<file path="config.mk">
export PLATFORM = sky130hd
export DESIGN_NAME = query_string_splitter_top
export DESIGN_NICKNAME = d
export VERILOG_FILES = /design/src/hw/rtl/qss_pkg.sv /design/src/hw/rtl/query_string_splitter_top.sv /design/src/hw/rtl/qss_front.sv /design/src/hw/rtl/qss_queue.sv /design/src/hw/rtl/qss_back.sv
export SDC_FILE = /design/constraint.sdc
export NUM_CORES = 1
export LEC_CHECK = 0
export ABC_AREA = 0
export BUFFER_PORTS_ARGS = -buffer_cell sky130_fd_sc_hd__clkbuf_2
export CAP_MARGIN = 0
export CORE_MARGIN = 2
export CORE_UTILIZATION = 35
export DETAILED_ROUTE_END_ITERATION = 12
export PLACE_DENSITY_LB_ADDON = 0.2
export RECOVER_POWER = 25
export SLEW_MARGIN = 20
export SYNTH_ARGS = -nofsm -noshare
export SYNTH_HDL_FRONTEND = slang
export SYNTH_SLANG_ARGS = --single-unit
</file>
<file path="constraint.sdc">
create_clock -name clk -period 10.5 [get_ports clk]
set_input_delay 1.05 -clock clk [delete_from_list [all_inputs] [get_ports clk]]
set_output_delay 1.05 -clock clk [all_outputs]
set_load 0.01 [all_outputs]
</file>
<file path="src/hw/rtl/qss_pkg.sv">
package qss_pkg;

	typedef enum logic [1:0] {
		KIND_DATA     = 2'd0,
		KIND_NAME_END = 2'd1,
		KIND_PAIR_END = 2'd2
	} kind_t;

	typedef enum logic [1:0] {
		ESC_IDLE    = 2'd0,
		ESC_PERCENT = 2'd1,
		ESC_DIGIT   = 2'd2
	} esc_t;

	localparam int unsigned CFG_IDX_W = 3;

	localparam logic [CFG_IDX_W-1:0] CFG_ASSIGN_LO = 3'd0;
	localparam logic [CFG_IDX_W-1:0] CFG_ASSIGN_HI = 3'd1;
	localparam logic [CFG_IDX_W-1:0] CFG_DELIM_LO  = 3'd2;
	localparam logic [CFG_IDX_W-1:0] CFG_DELIM_HI  = 3'd3;
	localparam logic [CFG_IDX_W-1:0] CFG_SPACE_LO  = 3'd4;
	localparam logic [CFG_IDX_W-1:0] CFG_SPACE_HI  = 3'd5;
	localparam logic [CFG_IDX_W-1:0] CFG_RAW_MODE  = 3'd6;

	localparam logic [63:0] ASSIGN_LO_RST = 64'h2000_0000_0000_0000;
	localparam logic [63:0] DELIM_LO_RST  = 64'h0800_0040_0000_0000;
	localparam logic [63:0] SPACE_LO_RST  = 64'h0000_0001_0000_2600;

	localparam logic [7:0] CHAR_PERCENT = 8'h25;
	localparam logic [7:0] CHAR_PLUS    = 8'h2B;
	localparam logic [7:0] CHAR_SPACE   = 8'h20;
	localparam logic [7:0] CHAR_0       = 8'h30;
	localparam logic [7:0] CHAR_9       = 8'h39;
	localparam logic [7:0] CHAR_LA      = 8'h61;
	localparam logic [7:0] CHAR_LF      = 8'h66;
	localparam logic [7:0] CHAR_UA      = 8'h41;
	localparam logic [7:0] CHAR_UF      = 8'h46;

	localparam int unsigned MAX_RES = 4;

	typedef struct packed {
		kind_t       kind;
		logic [7:0]  data;
		logic        had;
		logic        tend;
	} res_t;

	typedef struct packed {
		logic [1:0]              last_idx;
		res_t [MAX_RES-1:0]      r;
	} bundle_t;

	typedef struct packed {
		logic full;
		logic not_empty;
	} q_status_t;

endpackage

</file>
<file path="src/hw/rtl/query_string_splitter_top.sv">
// path: an accepted item is written to the bundle queue, then loaded into the result register
// throughput: one item per cycle while results are popped, the bundle queue is not full and
// each item yields at most one result; an item's k results hold the port until popped
// reset: escape and pair state cleared, character sets and raw mode return to defaults,
// queue and result register emptied
module query_string_splitter_top #(
	parameter int unsigned QUEUE_DEPTH = 2
) (
	input  logic                          clk,
	input  logic                          arst_n,
	input  logic                          push,
	output logic                          full,
	input  logic [7:0]                    text_byte,
	input  logic                          text_last,
	output logic                          empty,
	input  logic                          pop,
	output logic [1:0]                    kind,
	output logic [7:0]                    data_byte,
	output logic                          had_name,
	output logic                          run_end,
	output logic                          text_end,
	input  logic                          cfg_valid,
	output logic                          cfg_ready,
	input  logic [qss_pkg::CFG_IDX_W-1:0] cfg_index,
	input  logic [63:0]                   cfg_data
);

	qss_pkg::q_status_t q_status;
	qss_pkg::bundle_t   q_wr_data, q_rd_data;
	logic               q_wr, q_rd;

	assign full = q_status.full;

	qss_front u_front (
		.clk       (clk),
		.arst_n    (arst_n),
		.push      (push),
		.text_byte (text_byte),
		.text_last (text_last),
		.cfg_valid (cfg_valid),
		.cfg_ready (cfg_ready),
		.cfg_index (cfg_index),
		.cfg_data  (cfg_data),
		.q_status  (q_status),
		.q_wr      (q_wr),
		.q_wr_data (q_wr_data)
	);

	qss_queue #(
		.DEPTH (QUEUE_DEPTH)
	) u_queue (
		.clk     (clk),
		.arst_n  (arst_n),
		.wr      (q_wr),
		.wr_data (q_wr_data),
		.rd      (q_rd),
		.rd_data (q_rd_data),
		.status  (q_status)
	);

	qss_back u_back (
		.clk       (clk),
		.arst_n    (arst_n),
		.q_status  (q_status),
		.q_rd_data (q_rd_data),
		.q_rd      (q_rd),
		.pop       (pop),
		.empty     (empty),
		.kind      (kind),
		.data_byte (data_byte),
		.had_name  (had_name),
		.run_end   (run_end),
		.text_end  (text_end)
	);

endmodule

</file>
<file path="src/hw/rtl/qss_front.sv">
module qss_front (
	input  logic                                 clk,
	input  logic                                 arst_n,
	input  logic                                 push,
	input  logic [7:0]                           text_byte,
	input  logic                                 text_last,
	input  logic                                 cfg_valid,
	output logic                                 cfg_ready,
	input  logic [qss_pkg::CFG_IDX_W-1:0]        cfg_index,
	input  logic [63:0]                          cfg_data,
	input  qss_pkg::q_status_t                   q_status,
	output logic                                 q_wr,
	output qss_pkg::bundle_t                     q_wr_data
);

	typedef struct packed {
		logic          in_name;
		logic          skip;
		logic          set_esc;
		logic          emit;
		qss_pkg::res_t res;
	} plain_t;

	typedef struct packed {
		logic       valid;
		logic [3:0] val;
	} hex_t;

	logic [63:0] assign_lo_q, assign_hi_q, delim_lo_q, delim_hi_q, space_lo_q, space_hi_q;
	logic        raw_mode_q;
	logic [127:0] assign_set, delim_set, space_set;

	qss_pkg::esc_t esc_q, esc_n;
	logic [7:0]    held_q, held_n;
	logic          in_name_q, in_name_n;
	logic          skip_q, skip_n;

	logic             accept;
	logic [2:0]       n;
	qss_pkg::bundle_t bundle;

	assign assign_set = {assign_hi_q, assign_lo_q};
	assign delim_set  = {delim_hi_q, delim_lo_q};
	assign space_set  = {space_hi_q, space_lo_q};

	function automatic logic member(input logic [127:0] set, input logic [7:0] c);
		return !c[7] && set[c[6:0]];
	endfunction

	function automatic hex_t hex_fn(input logic [7:0] c);
		hex_t h;
		h = '0;
		if (c inside {[qss_pkg::CHAR_0:qss_pkg::CHAR_9]}) begin
			h.valid = 1'b1;
			h.val   = c[3:0];
		end else if (c inside {[qss_pkg::CHAR_LA:qss_pkg::CHAR_LF],
				[qss_pkg::CHAR_UA:qss_pkg::CHAR_UF]}) begin
			h.valid = 1'b1;
			h.val   = 4'(c[3:0] + 4'd9);
		end
		return h;
	endfunction

	function automatic qss_pkg::res_t data_res(input logic [7:0] c);
		qss_pkg::res_t r;
		r      = '0;
		r.kind = qss_pkg::KIND_DATA;
		r.data = c;
		return r;
	endfunction

	function automatic plain_t plain_fn(input logic [7:0] c, input logic in_name,
			input logic skip, input logic raw, input logic [127:0] aset,
			input logic [127:0] dset, input logic [127:0] sset);
		plain_t p;
		p         = '0;
		p.in_name = in_name;
		p.skip    = skip;
		if (!(skip && member(sset, c))) begin
			p.skip = 1'b0;
			if (member(aset, c)) begin
				if (in_name) begin
					p.in_name  = 1'b0;
					p.emit     = 1'b1;
					p.res.kind = qss_pkg::KIND_NAME_END;
				end
			end else if (member(dset, c)) begin
				p.emit     = 1'b1;
				p.res.kind = qss_pkg::KIND_PAIR_END;
				p.res.had  = !in_name;
				p.in_name  = 1'b1;
				p.skip     = 1'b1;
			end else if (raw) begin
				p.emit = 1'b1;
				p.res  = data_res(c);
			end else if (c == qss_pkg::CHAR_PERCENT) begin
				p.set_esc = 1'b1;
			end else if (c == qss_pkg::CHAR_PLUS) begin
				p.emit = 1'b1;
				p.res  = data_res(qss_pkg::CHAR_SPACE);
			end else begin
				p.emit = 1'b1;
				p.res  = data_res(c);
			end
		end
		return p;
	endfunction

	// item classification and result expansion
	always_comb begin
		plain_t pr;
		hex_t   hc, hh;
		pr        = '0;
		hc        = hex_fn(text_byte);
		hh        = hex_fn(held_q);
		n         = 3'd0;
		bundle    = '0;
		esc_n     = qss_pkg::ESC_IDLE;
		held_n    = held_q;
		in_name_n = in_name_q;
		skip_n    = skip_q;
		case (esc_q)
			qss_pkg::ESC_PERCENT: begin
				if (hc.valid) begin
					held_n = text_byte;
					esc_n  = qss_pkg::ESC_DIGIT;
				end else begin
					bundle.r[n[1:0]] = data_res(qss_pkg::CHAR_PERCENT);
					n = n + 3'd1;
					pr = plain_fn(text_byte, in_name_n, skip_n, raw_mode_q,
						assign_set, delim_set, space_set);
					if (pr.emit) begin
						bundle.r[n[1:0]] = pr.res;
						n = n + 3'd1;
					end
					in_name_n = pr.in_name;
					skip_n    = pr.skip;
					if (pr.set_esc) esc_n = qss_pkg::ESC_PERCENT;
				end
			end
			qss_pkg::ESC_DIGIT: begin
				if (hc.valid) begin
					bundle.r[n[1:0]] = data_res({hh.val, hc.val});
					n = n + 3'd1;
				end else begin
					bundle.r[n[1:0]] = data_res(qss_pkg::CHAR_PERCENT);
					n = n + 3'd1;
					pr = plain_fn(held_q, in_name_n, skip_n, raw_mode_q,
						assign_set, delim_set, space_set);
					if (pr.emit) begin
						bundle.r[n[1:0]] = pr.res;
						n = n + 3'd1;
					end
					in_name_n = pr.in_name;
					skip_n    = pr.skip;
					pr = plain_fn(text_byte, in_name_n, skip_n, raw_mode_q,
						assign_set, delim_set, space_set);
					if (pr.emit) begin
						bundle.r[n[1:0]] = pr.res;
						n = n + 3'd1;
					end
					in_name_n = pr.in_name;
					skip_n    = pr.skip;
					if (pr.set_esc) esc_n = qss_pkg::ESC_PERCENT;
				end
			end
			default: begin
				pr = plain_fn(text_byte, in_name_n, skip_n, raw_mode_q,
					assign_set, delim_set, space_set);
				if (pr.emit) begin
					bundle.r[n[1:0]] = pr.res;
					n = n + 3'd1;
				end
				in_name_n = pr.in_name;
				skip_n    = pr.skip;
				if (pr.set_esc) esc_n = qss_pkg::ESC_PERCENT;
			end
		endcase
		if (text_last) begin
			// short escape at end of text
			if (esc_n == qss_pkg::ESC_PERCENT || esc_n == qss_pkg::ESC_DIGIT) begin
				bundle.r[n[1:0]] = data_res(qss_pkg::CHAR_PERCENT);
				n = n + 3'd1;
				if (esc_n == qss_pkg::ESC_DIGIT) begin
					pr = plain_fn(held_n, in_name_n, skip_n, raw_mode_q,
						assign_set, delim_set, space_set);
					if (pr.emit) begin
						bundle.r[n[1:0]] = pr.res;
						n = n + 3'd1;
					end
					in_name_n = pr.in_name;
				end
			end
			bundle.r[n[1:0]].kind = qss_pkg::KIND_PAIR_END;
			bundle.r[n[1:0]].had  = !in_name_n;
			bundle.r[n[1:0]].tend = 1'b1;
			n = n + 3'd1;
			esc_n     = qss_pkg::ESC_IDLE;
			in_name_n = 1'b1;
			skip_n    = 1'b0;
			held_n    = 8'd0;
		end
		bundle.last_idx = 2'(n - 3'd1);
	end

	assign accept    = push && !q_status.full;
	assign q_wr      = accept && (n != 3'd0);
	assign q_wr_data = bundle;
	assign cfg_ready = 1'b1;

	always_ff @(posedge clk or negedge arst_n) begin
		if (!arst_n) begin
			esc_q     <= qss_pkg::ESC_IDLE;
			held_q    <= 8'd0;
			in_name_q <= 1'b1;
			skip_q    <= 1'b0;
		end else if (accept) begin
			esc_q     <= esc_n;
			held_q    <= held_n;
			in_name_q <= in_name_n;
			skip_q    <= skip_n;
		end
	end

	always_ff @(posedge clk or negedge arst_n) begin
		if (!arst_n) begin
			assign_lo_q <= qss_pkg::ASSIGN_LO_RST;
			assign_hi_q <= 64'd0;
			delim_lo_q  <= qss_pkg::DELIM_LO_RST;
			delim_hi_q  <= 64'd0;
			space_lo_q  <= qss_pkg::SPACE_LO_RST;
			space_hi_q  <= 64'd0;
			raw_mode_q  <= 1'b0;
		end else if (cfg_valid && cfg_ready) begin
			case (cfg_index)
				qss_pkg::CFG_ASSIGN_LO: assign_lo_q <= cfg_data;
				qss_pkg::CFG_ASSIGN_HI: assign_hi_q <= cfg_data;
				qss_pkg::CFG_DELIM_LO:  delim_lo_q  <= cfg_data;
				qss_pkg::CFG_DELIM_HI:  delim_hi_q  <= cfg_data;
				qss_pkg::CFG_SPACE_LO:  space_lo_q  <= cfg_data;
				qss_pkg::CFG_SPACE_HI:  space_hi_q  <= cfg_data;
				qss_pkg::CFG_RAW_MODE:  raw_mode_q  <= cfg_data[0];
				default: ;
			endcase
		end
	end

endmodule

</file>
<file path="src/hw/rtl/qss_queue.sv">
module qss_queue #(
	parameter int unsigned DEPTH = 2
) (
	input  logic               clk,
	input  logic               arst_n,
	input  logic               wr,
	input  qss_pkg::bundle_t   wr_data,
	input  logic               rd,
	output qss_pkg::bundle_t   rd_data,
	output qss_pkg::q_status_t status
);

	localparam int unsigned PW = (DEPTH > 1) ? $clog2(DEPTH) : 1;
	localparam int unsigned CW = $clog2(DEPTH + 1);

	qss_pkg::bundle_t mem_q [DEPTH];
	logic [PW-1:0]    wr_ptr_q, rd_ptr_q;
	logic [CW-1:0]    cnt_q;

	assign status.full      = (cnt_q == CW'(DEPTH));
	assign status.not_empty = (cnt_q != '0);
	assign rd_data          = mem_q[rd_ptr_q];

	always_ff @(posedge clk) begin
		if (wr) begin
			mem_q[wr_ptr_q] <= wr_data;
		end
	end

	always_ff @(posedge clk or negedge arst_n) begin
		if (!arst_n) begin
			wr_ptr_q <= '0;
			rd_ptr_q <= '0;
			cnt_q    <= '0;
		end else begin
			if (wr) begin
				wr_ptr_q <= (wr_ptr_q == PW'(DEPTH - 1)) ? '0 : PW'(wr_ptr_q + 1'b1);
			end
			if (rd) begin
				rd_ptr_q <= (rd_ptr_q == PW'(DEPTH - 1)) ? '0 : PW'(rd_ptr_q + 1'b1);
			end
			if (wr && !rd) begin
				cnt_q <= CW'(cnt_q + 1'b1);
			end else if (rd && !wr) begin
				cnt_q <= CW'(cnt_q - 1'b1);
			end
		end
	end

endmodule

</file>
<file path="src/hw/rtl/qss_back.sv">
module qss_back (
	input  logic               clk,
	input  logic               arst_n,
	input  qss_pkg::q_status_t q_status,
	input  qss_pkg::bundle_t   q_rd_data,
	output logic               q_rd,
	input  logic               pop,
	output logic               empty,
	output logic [1:0]         kind,
	output logic [7:0]         data_byte,
	output logic               had_name,
	output logic               run_end,
	output logic               text_end
);

	qss_pkg::bundle_t bundle_q;
	logic [1:0]       idx_q;
	logic             valid_q;
	logic             at_last;
	qss_pkg::res_t    cur;

	assign at_last = (idx_q == bundle_q.last_idx);
	assign q_rd    = q_status.not_empty && (!valid_q || (pop && at_last));
	assign cur     = bundle_q.r[idx_q];

	assign empty     = !valid_q;
	assign kind      = cur.kind;
	assign data_byte = cur.data;
	assign had_name  = cur.had;
	assign text_end  = cur.tend;
	assign run_end   = at_last;

	always_ff @(posedge clk) begin
		if (q_rd) begin
			bundle_q <= q_rd_data;
		end
	end

	always_ff @(posedge clk or negedge arst_n) begin
		if (!arst_n) begin
			valid_q <= 1'b0;
			idx_q   <= 2'd0;
		end else if (q_rd) begin
			valid_q <= 1'b1;
			idx_q   <= 2'd0;
		end else if (pop && valid_q) begin
			if (at_last) begin
				valid_q <= 1'b0;
			end else begin
				idx_q <= 2'(idx_q + 2'd1);
			end
		end
	end

endmodule
</file>
### After elaboration in Yosys (flattened, before gate mapping)

Memory sizes are Yosys's and may differ from the RTL's. A register that Yosys moved wholly into a read port is not among the register bits.
Cells that the tools add are included.

* $add $sub $neg: 12
* reductions and logical operators: 61
* order comparisons: 24
* bitwise gates (word level): 3
* eq/ne operators: 19
* mux-type cells: 173

Operators by type and width (number)
* 48-bit 2-to-1 mux: 6
* 48-bit bitwise mux: 5
* 16-bit 2-to-1 mux: 14
* 12-bit demux with 2-bit select: 6
* 12-bit 2-to-1 mux: 11
* 13-bit 2-to-1 mux: 6
* 10-bit 2-to-1 mux: 7
* 1-bit binary-select mux with 7-bit select: 9
* 3-bit 2-to-1 mux: 20
* 1-bit 2-to-1 mux: 50
* 8-bit by 6-bit == test with 1-bit output (second input constant): 6
* 24-bit 2-to-1 mux: 2
* 8-bit 2-to-1 mux: 6
* 12-bit one-hot mux with 2 select lines: 2
* 2-bit 2-to-1 mux: 19
* 36-bit AND: 1
* 36-bit 2-to-1 mux: 1
* 36-bit NOT: 1
* 8-bit by 7-bit greater-or-equal comparator with 1-bit output (second input constant): 4
* 8-bit by 7-bit <= comparator with 1-bit output (second input constant): 4
* 1-bit logical AND: 30
* 12-bit binary-select mux with 2-bit select: 1
* 7-bit by 8-bit less-than comparator with 1-bit output (second input constant): 3
* 2-bit AND reduction: 9
* 28 further kinds: 69

* input port bits: 81
* word-level logic and storage cells: 309
* memories: 1
* flip-flop bits (word level): 404
* output and inout bits: 16
* RAM bits: 100

Memory list
* u_queue.mem_q: words 2, width 50, rd ports 1, clocked after Yosys merged registers in 1, wr ports 1, line qss_queue.sv:16 `qss_pkg::bundle_t mem_q [DEPTH];`

### Logic depth before layout (Yosys ltp)

* depth in word-level cells: 36
* mapped depth: 35
* gate-level depth less buffers: 27

### Modules after synthesis

Synthesis repeated with hierarchy kept, for this count alone.

* cells, all modules: 2756
* area, all modules: 33958.8 um^2

Modules (own cells, without submodules)
* qss_front: sequential area each 9944.5 um^2, area an instance 27850.5 um^2, times used 1, cells an instance 2494
* qss_queue: sequential area each 3103.0 um^2, area an instance 4050.1 um^2, times used 1, cells an instance 172
* qss_back: sequential area each 1576.5 um^2, area an instance 2058.2 um^2, times used 1, cells an instance 90

### Worst setup path after synthesis

No wires, ideal clock.

* path type: input to register
* start point: input port text_byte[0]
* end point: memory u_queue.mem_q[0][0] (netlist name) (enable)
* library setup time: 0.458 ns
* buffers on the path: 8
* data arrival time: 8.316 ns
* setup slack: 1.727 ns
* stages on the path: 28
* data required time: 10.042 ns
* cell sequence: buf_4 > buf_4 > inv_1 > clkbuf_1 > ha_1 > or3b_4 > and4_4 > buf_8 > buf_8 > buf_2 > a211oi_2 > nor2_1 > a32o_1 > or4_1 > o311a_1 > a211o_1 > a31o_1 > and3_1 > buf_6 > buf_6 > o21ai_0 > nor2_1 > a21o_1 > ha_1 > nand2b_1 > a2111oi_2 > a211oi_2 > nor2_1

* longest elaborated chain between the ends: 26
* elaborated cells between the ends (all ways): 101
* classes of those cells: add/sub: 3; order compare: 6; eq/ne: 4; mux: 71; reduce/logical: 17

RTL lines
* start: declaration: line query_string_splitter_top.sv:13 `input logic [7:0] text_byte,`
* 8-bit by 7-bit greater-or-equal comparator with 1-bit output, or another cell as far along: line qss_front.sv:56 `end else if (c inside {[qss_pkg::CHAR_LA:qss_pkg::CHAR_LF],`
* 1-bit logical AND / 1-bit 2-to-1 mux (equally long branches): line qss_front.sv:56, qss_front.sv:47
* 2-bit nonzero test / 1-bit logical AND (equally long branches): line qss_front.sv:56, qss_front.sv:47
* 5-bit 2-to-1 mux / 2-bit 2-to-1 mux (equally long branches): line qss_front.sv:56, qss_front.sv:87
* 5-bit 2-to-1 mux / 1-bit 2-to-1 mux (equally long branches): line qss_front.sv:53, qss_front.sv:81
* 8-bit 2-to-1 mux / 16-bit 2-to-1 mux (equally long branches): line qss_front.sv:124, qss_front.sv:79
* 8-bit 2-to-1 mux, or another cell as far along: line qss_front.sv:122 `case (esc_q)`
* 1-bit binary-select mux with 7-bit select, or another cell as far along: line qss_front.sv:47 `return !c[7] && set[c[6:0]];`
* [... 10 more ...]
* 3-bit 2-to-1 mux: line qss_front.sv:181 `if (esc_n == qss_pkg::ESC_PERCENT || esc_n == qss_pkg::ESC_DIGIT) begin`
* 3-bit 2-to-1 mux: line qss_front.sv:179 `if (text_last) begin`
* 3-bit by 1-bit adder with 3-bit output: line qss_front.sv:197 `n = n + 3'd1;`
* 3-bit 2-to-1 mux (*): line qss_front.sv:179
* 3-bit nonzero test (*): line qss_front.sv:207 `assign q_wr = accept && (n != 3'd0);`
* 1-bit logical AND (*): line qss_front.sv:207
* 1-bit 2-to-1 mux (*): line qss_queue.sv:25 `if (wr) begin`
* 1-bit 2-to-1 mux (implied by the code) (*): line qss_queue.sv:26 `mem_q[wr_ptr_q] <= wr_data;`
* end: declaration: line qss_queue.sv:16

Mark *: on every way between the ends. The rest lies on a longest branch, timed or not. The select of a mux whose other input is x is not followed.

### Worst setup path in the final report

* start point: input port text_byte[0]
* end point: memory u_queue.mem_q[0][21] (netlist name) (enable)

The elaborated chain is that of the path after synthesis.

==> impl_metrics.json <==
{
  "outcome": "finished, violations left",
  "violations": "capacitance limit, slew limit",
  "cts_buffers": 68,
  "cts_tree": "built",
  "syn_inst": 2776,
  "drive_above_1_share": 0.338,
  "path_clk_slew_ns": 0.06,
  "layout_commonest_cell": "mux2_2",
  "min-delay-start": "u_queue.cnt_q[1]",
  "synthMuxAreaShare": 0.304,
  "cts_max_level": 3,
  "wl_per_cell_um": 33.7,
  "cts_resized": 0,
  "synth-simple-area-share": 0.0913,
  "via_per_inst": 6.47,
  "cpMaxStageDelayCell": "a2111oi_0",
  "regArea_um2": 14600,
  "ys.flop_type": "dfrtp_1",
  "critPathArrivalTime_ns": 9.19,
  "post_cts_buffers": 0,
  "grt_first_pass_wirelength_um": 200000,
  "port_buffers": 95,
  "drt_iter0_markers": 3092,
  "synth_top_family_by_area": "multiplexers",
  "hold_viol_final": 0,
  "seqPwrFrac": 0.447,
  "synth_xor_area_frac": 0.00285,
  "cp_common_cell": "buf_4",
  "combinationalPowerShare": 0.220,
  "hold_path_depth": 1,
  "ios": 97,
  "fill_cells": 9087,
  "gp_congestion": 1.01,
  "ys_seq_elements": 554,
  "setup.worst_path.class": "in2reg",
  "worst_pin_slew_ns": 4.79,
  "initial_core_util": 0.351,
  "synthAdderAreaFrac": 0.00925,
  "syn_to_final_growth_pct": 12.0,
  "holdCritPathClass": "reg2reg",
  "critPathLaunchType": "primary input",
  "rsz0062_at_grt": "no",
  "critPathMaxStageDelay_ns": 0.70,
  "holdBufCountCts": 0,
  "timing.rr.start": "u_front.held_q[2]",
  "drc": 0,
  "cts.sinks": 554,
  "clock_skew_ns": 0.0451,
  "die_h_um": 315,
  "die_w_um": 315,
  "min_to": "u_queue.cnt_q[1]",
  "setup_viol": 0,
  "track_usage": 0.279,
  "ctsLongestPathBuffers": 3,
  "critPathRequiredTime_ns": 10.82,
  "dieArea_um2": 99100,
  "core-area_um2": 96300,
  "clkPwrFrac": 0.333,
  "synth_cell_types": 110,
  "fmax_ghz": 0.113,
  "async_flop_share": 0.729,
  "period_share": 0.845,
  "rows": 114,
  "yosys_warnings": 0,
  "slew_headroom": -2.19,
  "p_sw_uw": 2440,
  "multi_input_area_um2": 17900,
  "synth_compound_area_frac": 0.121,
  "syn_avg_cell_area_um2": 12.2,
  "syn_area_um2": 33800,
  "n_antenna_cell": 0,
  "wirelength_um": 139000,
  "dr_total_vias": 26700,
  "r2r_setup_slack_ns": 2.05,
  "p_per_area_nw_per_um2": 201,
  "reg2reg_to": "u_queue.mem_q[0][21]",
  "ant_nets": 0,
  "crit_path_end_kind": "flip-flop",
  "synthesis.nets": 2882,
  "hpwlAfterDp_um": 101000,
  "cap_viol_max_count": 2,
  "grt_pass1_vias": 26400,
  "worstPathMaxFanout": 44,
  "grt_max_degree": 177,
  "finalPower_uw": 7610,
  "cts_root_buffer": "clkbuf_16",
  "ir_worst_vdd_mv": 0.168,
  "insertion_delay_ns": 0.66,
  "p_leak_uw": 0.0142,
  "layout.nets": 2906,
  "antenna_found_initial": 2,
  "fin_crit_ns": 8.87,
  "drv_slew": 140,
  "internal_power_uw": 5170,
  "synth_edf_count": 150,
  "power_switching_share": 0.321,
  "tns_ns": 0,
  "globalRouteOverflowTotal": 0,
  "final_cell_mix": "mux2_2, dfrtp_1, nand2_1, mux2i_1, mux4_2",
  "r2r_cells": 22,
  "firstDrtPassIters": 8,
  "synth-seq-area-share": 0.433
}
worst max path at each step:
stage,depth (start not counted),endpoint,start,slack (ns)
final,25,u_queue.mem_q[0][21],text_byte[0],1.63
after global routing,23,u_queue.mem_q[0][21],text_byte[0],1.44
after CTS,25,u_queue.mem_q[0][21],text_byte[0],1.87
after detailed placement,23,u_queue.mem_q[0][21],text_byte[0],1.22
after global placement,25,u_queue.mem_q[0][29],text_byte[0],1.33
after floorplan,28,u_queue.mem_q[0][0],text_byte[0],1.73
cells by family after synthesis:
kind of cell               count (synthesis)
AOI/OAI and AO/OA                        549
xor gates and xnor gates                  11
adders and majority gates                 25
buffers and inverters                    256
DFF                                      554
muxes                                    779
other                                      1
and+or+nand+nor                          601
synthesized netlist by cell type (8+ instances only):
cell type | instances | area share
inv_1 | 39 | 0.0043
ha_1 | 25 | 0.0093
a211oi_1 | 58 | 0.013
mux2_2 | 461 | 0.15
a32o_1 | 9 | 0.0027
nand2b_1 | 20 | 0.0037
nand2_1 | 186 | 0.021
a21oi_1 | 69 | 0.010
nor2_1 | 78 | 0.0087
o21ai_0 | 65 | 0.0096
or2_2 | 11 | 0.0020
a2111oi_0 | 16 | 0.0041
a32oi_1 | 15 | 0.0039
buf_4 | 25 | 0.0056
a22oi_1 | 63 | 0.014
nor3_1 | 29 | 0.0043
o31ai_1 | 10 | 0.0022
a31oi_1 | 26 | 0.0048
or3_1 | 9 | 0.0017
a221oi_1 | 25 | 0.0065
dfstp_2 | 8 | 0.0062
o221ai_1 | 13 | 0.0034
a211o_1 | 9 | 0.0023
buf_6 | 18 | 0.0060
edfxtp_1 | 150 | 0.13
nand3_1 | 98 | 0.015
clkbuf_1 | 97 | 0.011
and2_1 | 11 | 0.0020
mux2i_1 | 164 | 0.049
o211ai_1 | 11 | 0.0024
buf_2 | 67 | 0.0099
dfrtp_1 | 396 | 0.29
a21boi_0 | 8 | 0.0018
and3_1 | 64 | 0.012
o22ai_1 | 19 | 0.0035
o2bb2ai_1 | 8 | 0.0021
nand4_1 | 22 | 0.0041
a21o_1 | 10 | 0.0022
a22o_1 | 16 | 0.0041
mux4_2 | 153 | 0.10
nor2b_1 | 19 | 0.0035
xnor2_1 | 9 | 0.0023
per-layer routing:
layer  part of all wire  GRT usage
met1               0.41      0.382
met5            0.00020          0
met4              0.054      0.138
met2               0.45      0.424
met3              0.085     0.0503
through the flow:
step	util	hold WS (ns)	setup slack (ns)	cells	cell area [um2]
6_report	0.393	0.516	1.63	4130	37900
5_1_grt	0.393	0.556	1.44	4130	37900
4_1_cts	0.393	0.428	1.87	4130	37900
3_5_place_dp	0.368	0.494	1.22	4006	35400
3_3_place_gp	0.368	0.498	1.33	4006	35400
2_1_floorplan	-	0.472	1.73	2776	33800
critical path, delay by kind of cell:
family          cells  cell delay [ns]
mux                 1             0.16
buf+inv             6             2.00
compound gates     11             3.94
fa+ha+maj           2             0.56
simple gates        5             1.38
power groups by stage:
stage          Clock (uW)  Combinational [uW]  Sequential (uW)
2_1_floorplan           0                1240             3060
3_3_place_gp            0                1640             3410
3_5_place_dp            0                1660             3420
4_1_cts              2590                1670             3380
5_1_grt              2680                1790             3450
6_report             2540                1670             3410
flip-flops by register name, indices dropped and copies added, names as in the netlist:
signal	cells
u_queue.mem_q	100
u_front.esc_q	2
u_front.assign_hi_q	64
u_front.delim_hi_q	64
u_queue.cnt_q	2
u_front.skip_q	1
u_front.delim_lo_q	64
u_front.space_lo_q	64
u_front.space_hi_q	64
u_front.raw_mode_q	1
u_front.held_q	8
u_back.bundle_q	50
u_front.in_name_q	1
u_back.idx_q	2
u_back.valid_q	1
u_queue.wr_ptr_q	1
u_queue.rd_ptr_q	1
u_front.assign_lo_q	64
cell type report:
cell class                      count  share of cell area
Multi-Input combinational cell   1966               0.474
Timing Repair Buffer              168              0.0287
Clock buffer                       90              0.0501
Tap cell                         1276              0.0422
Sequential cell                   554               0.387
Clock inverter                     34              0.0140
Inverter                           42             0.00420
Power figures use the tool's default switching activity.
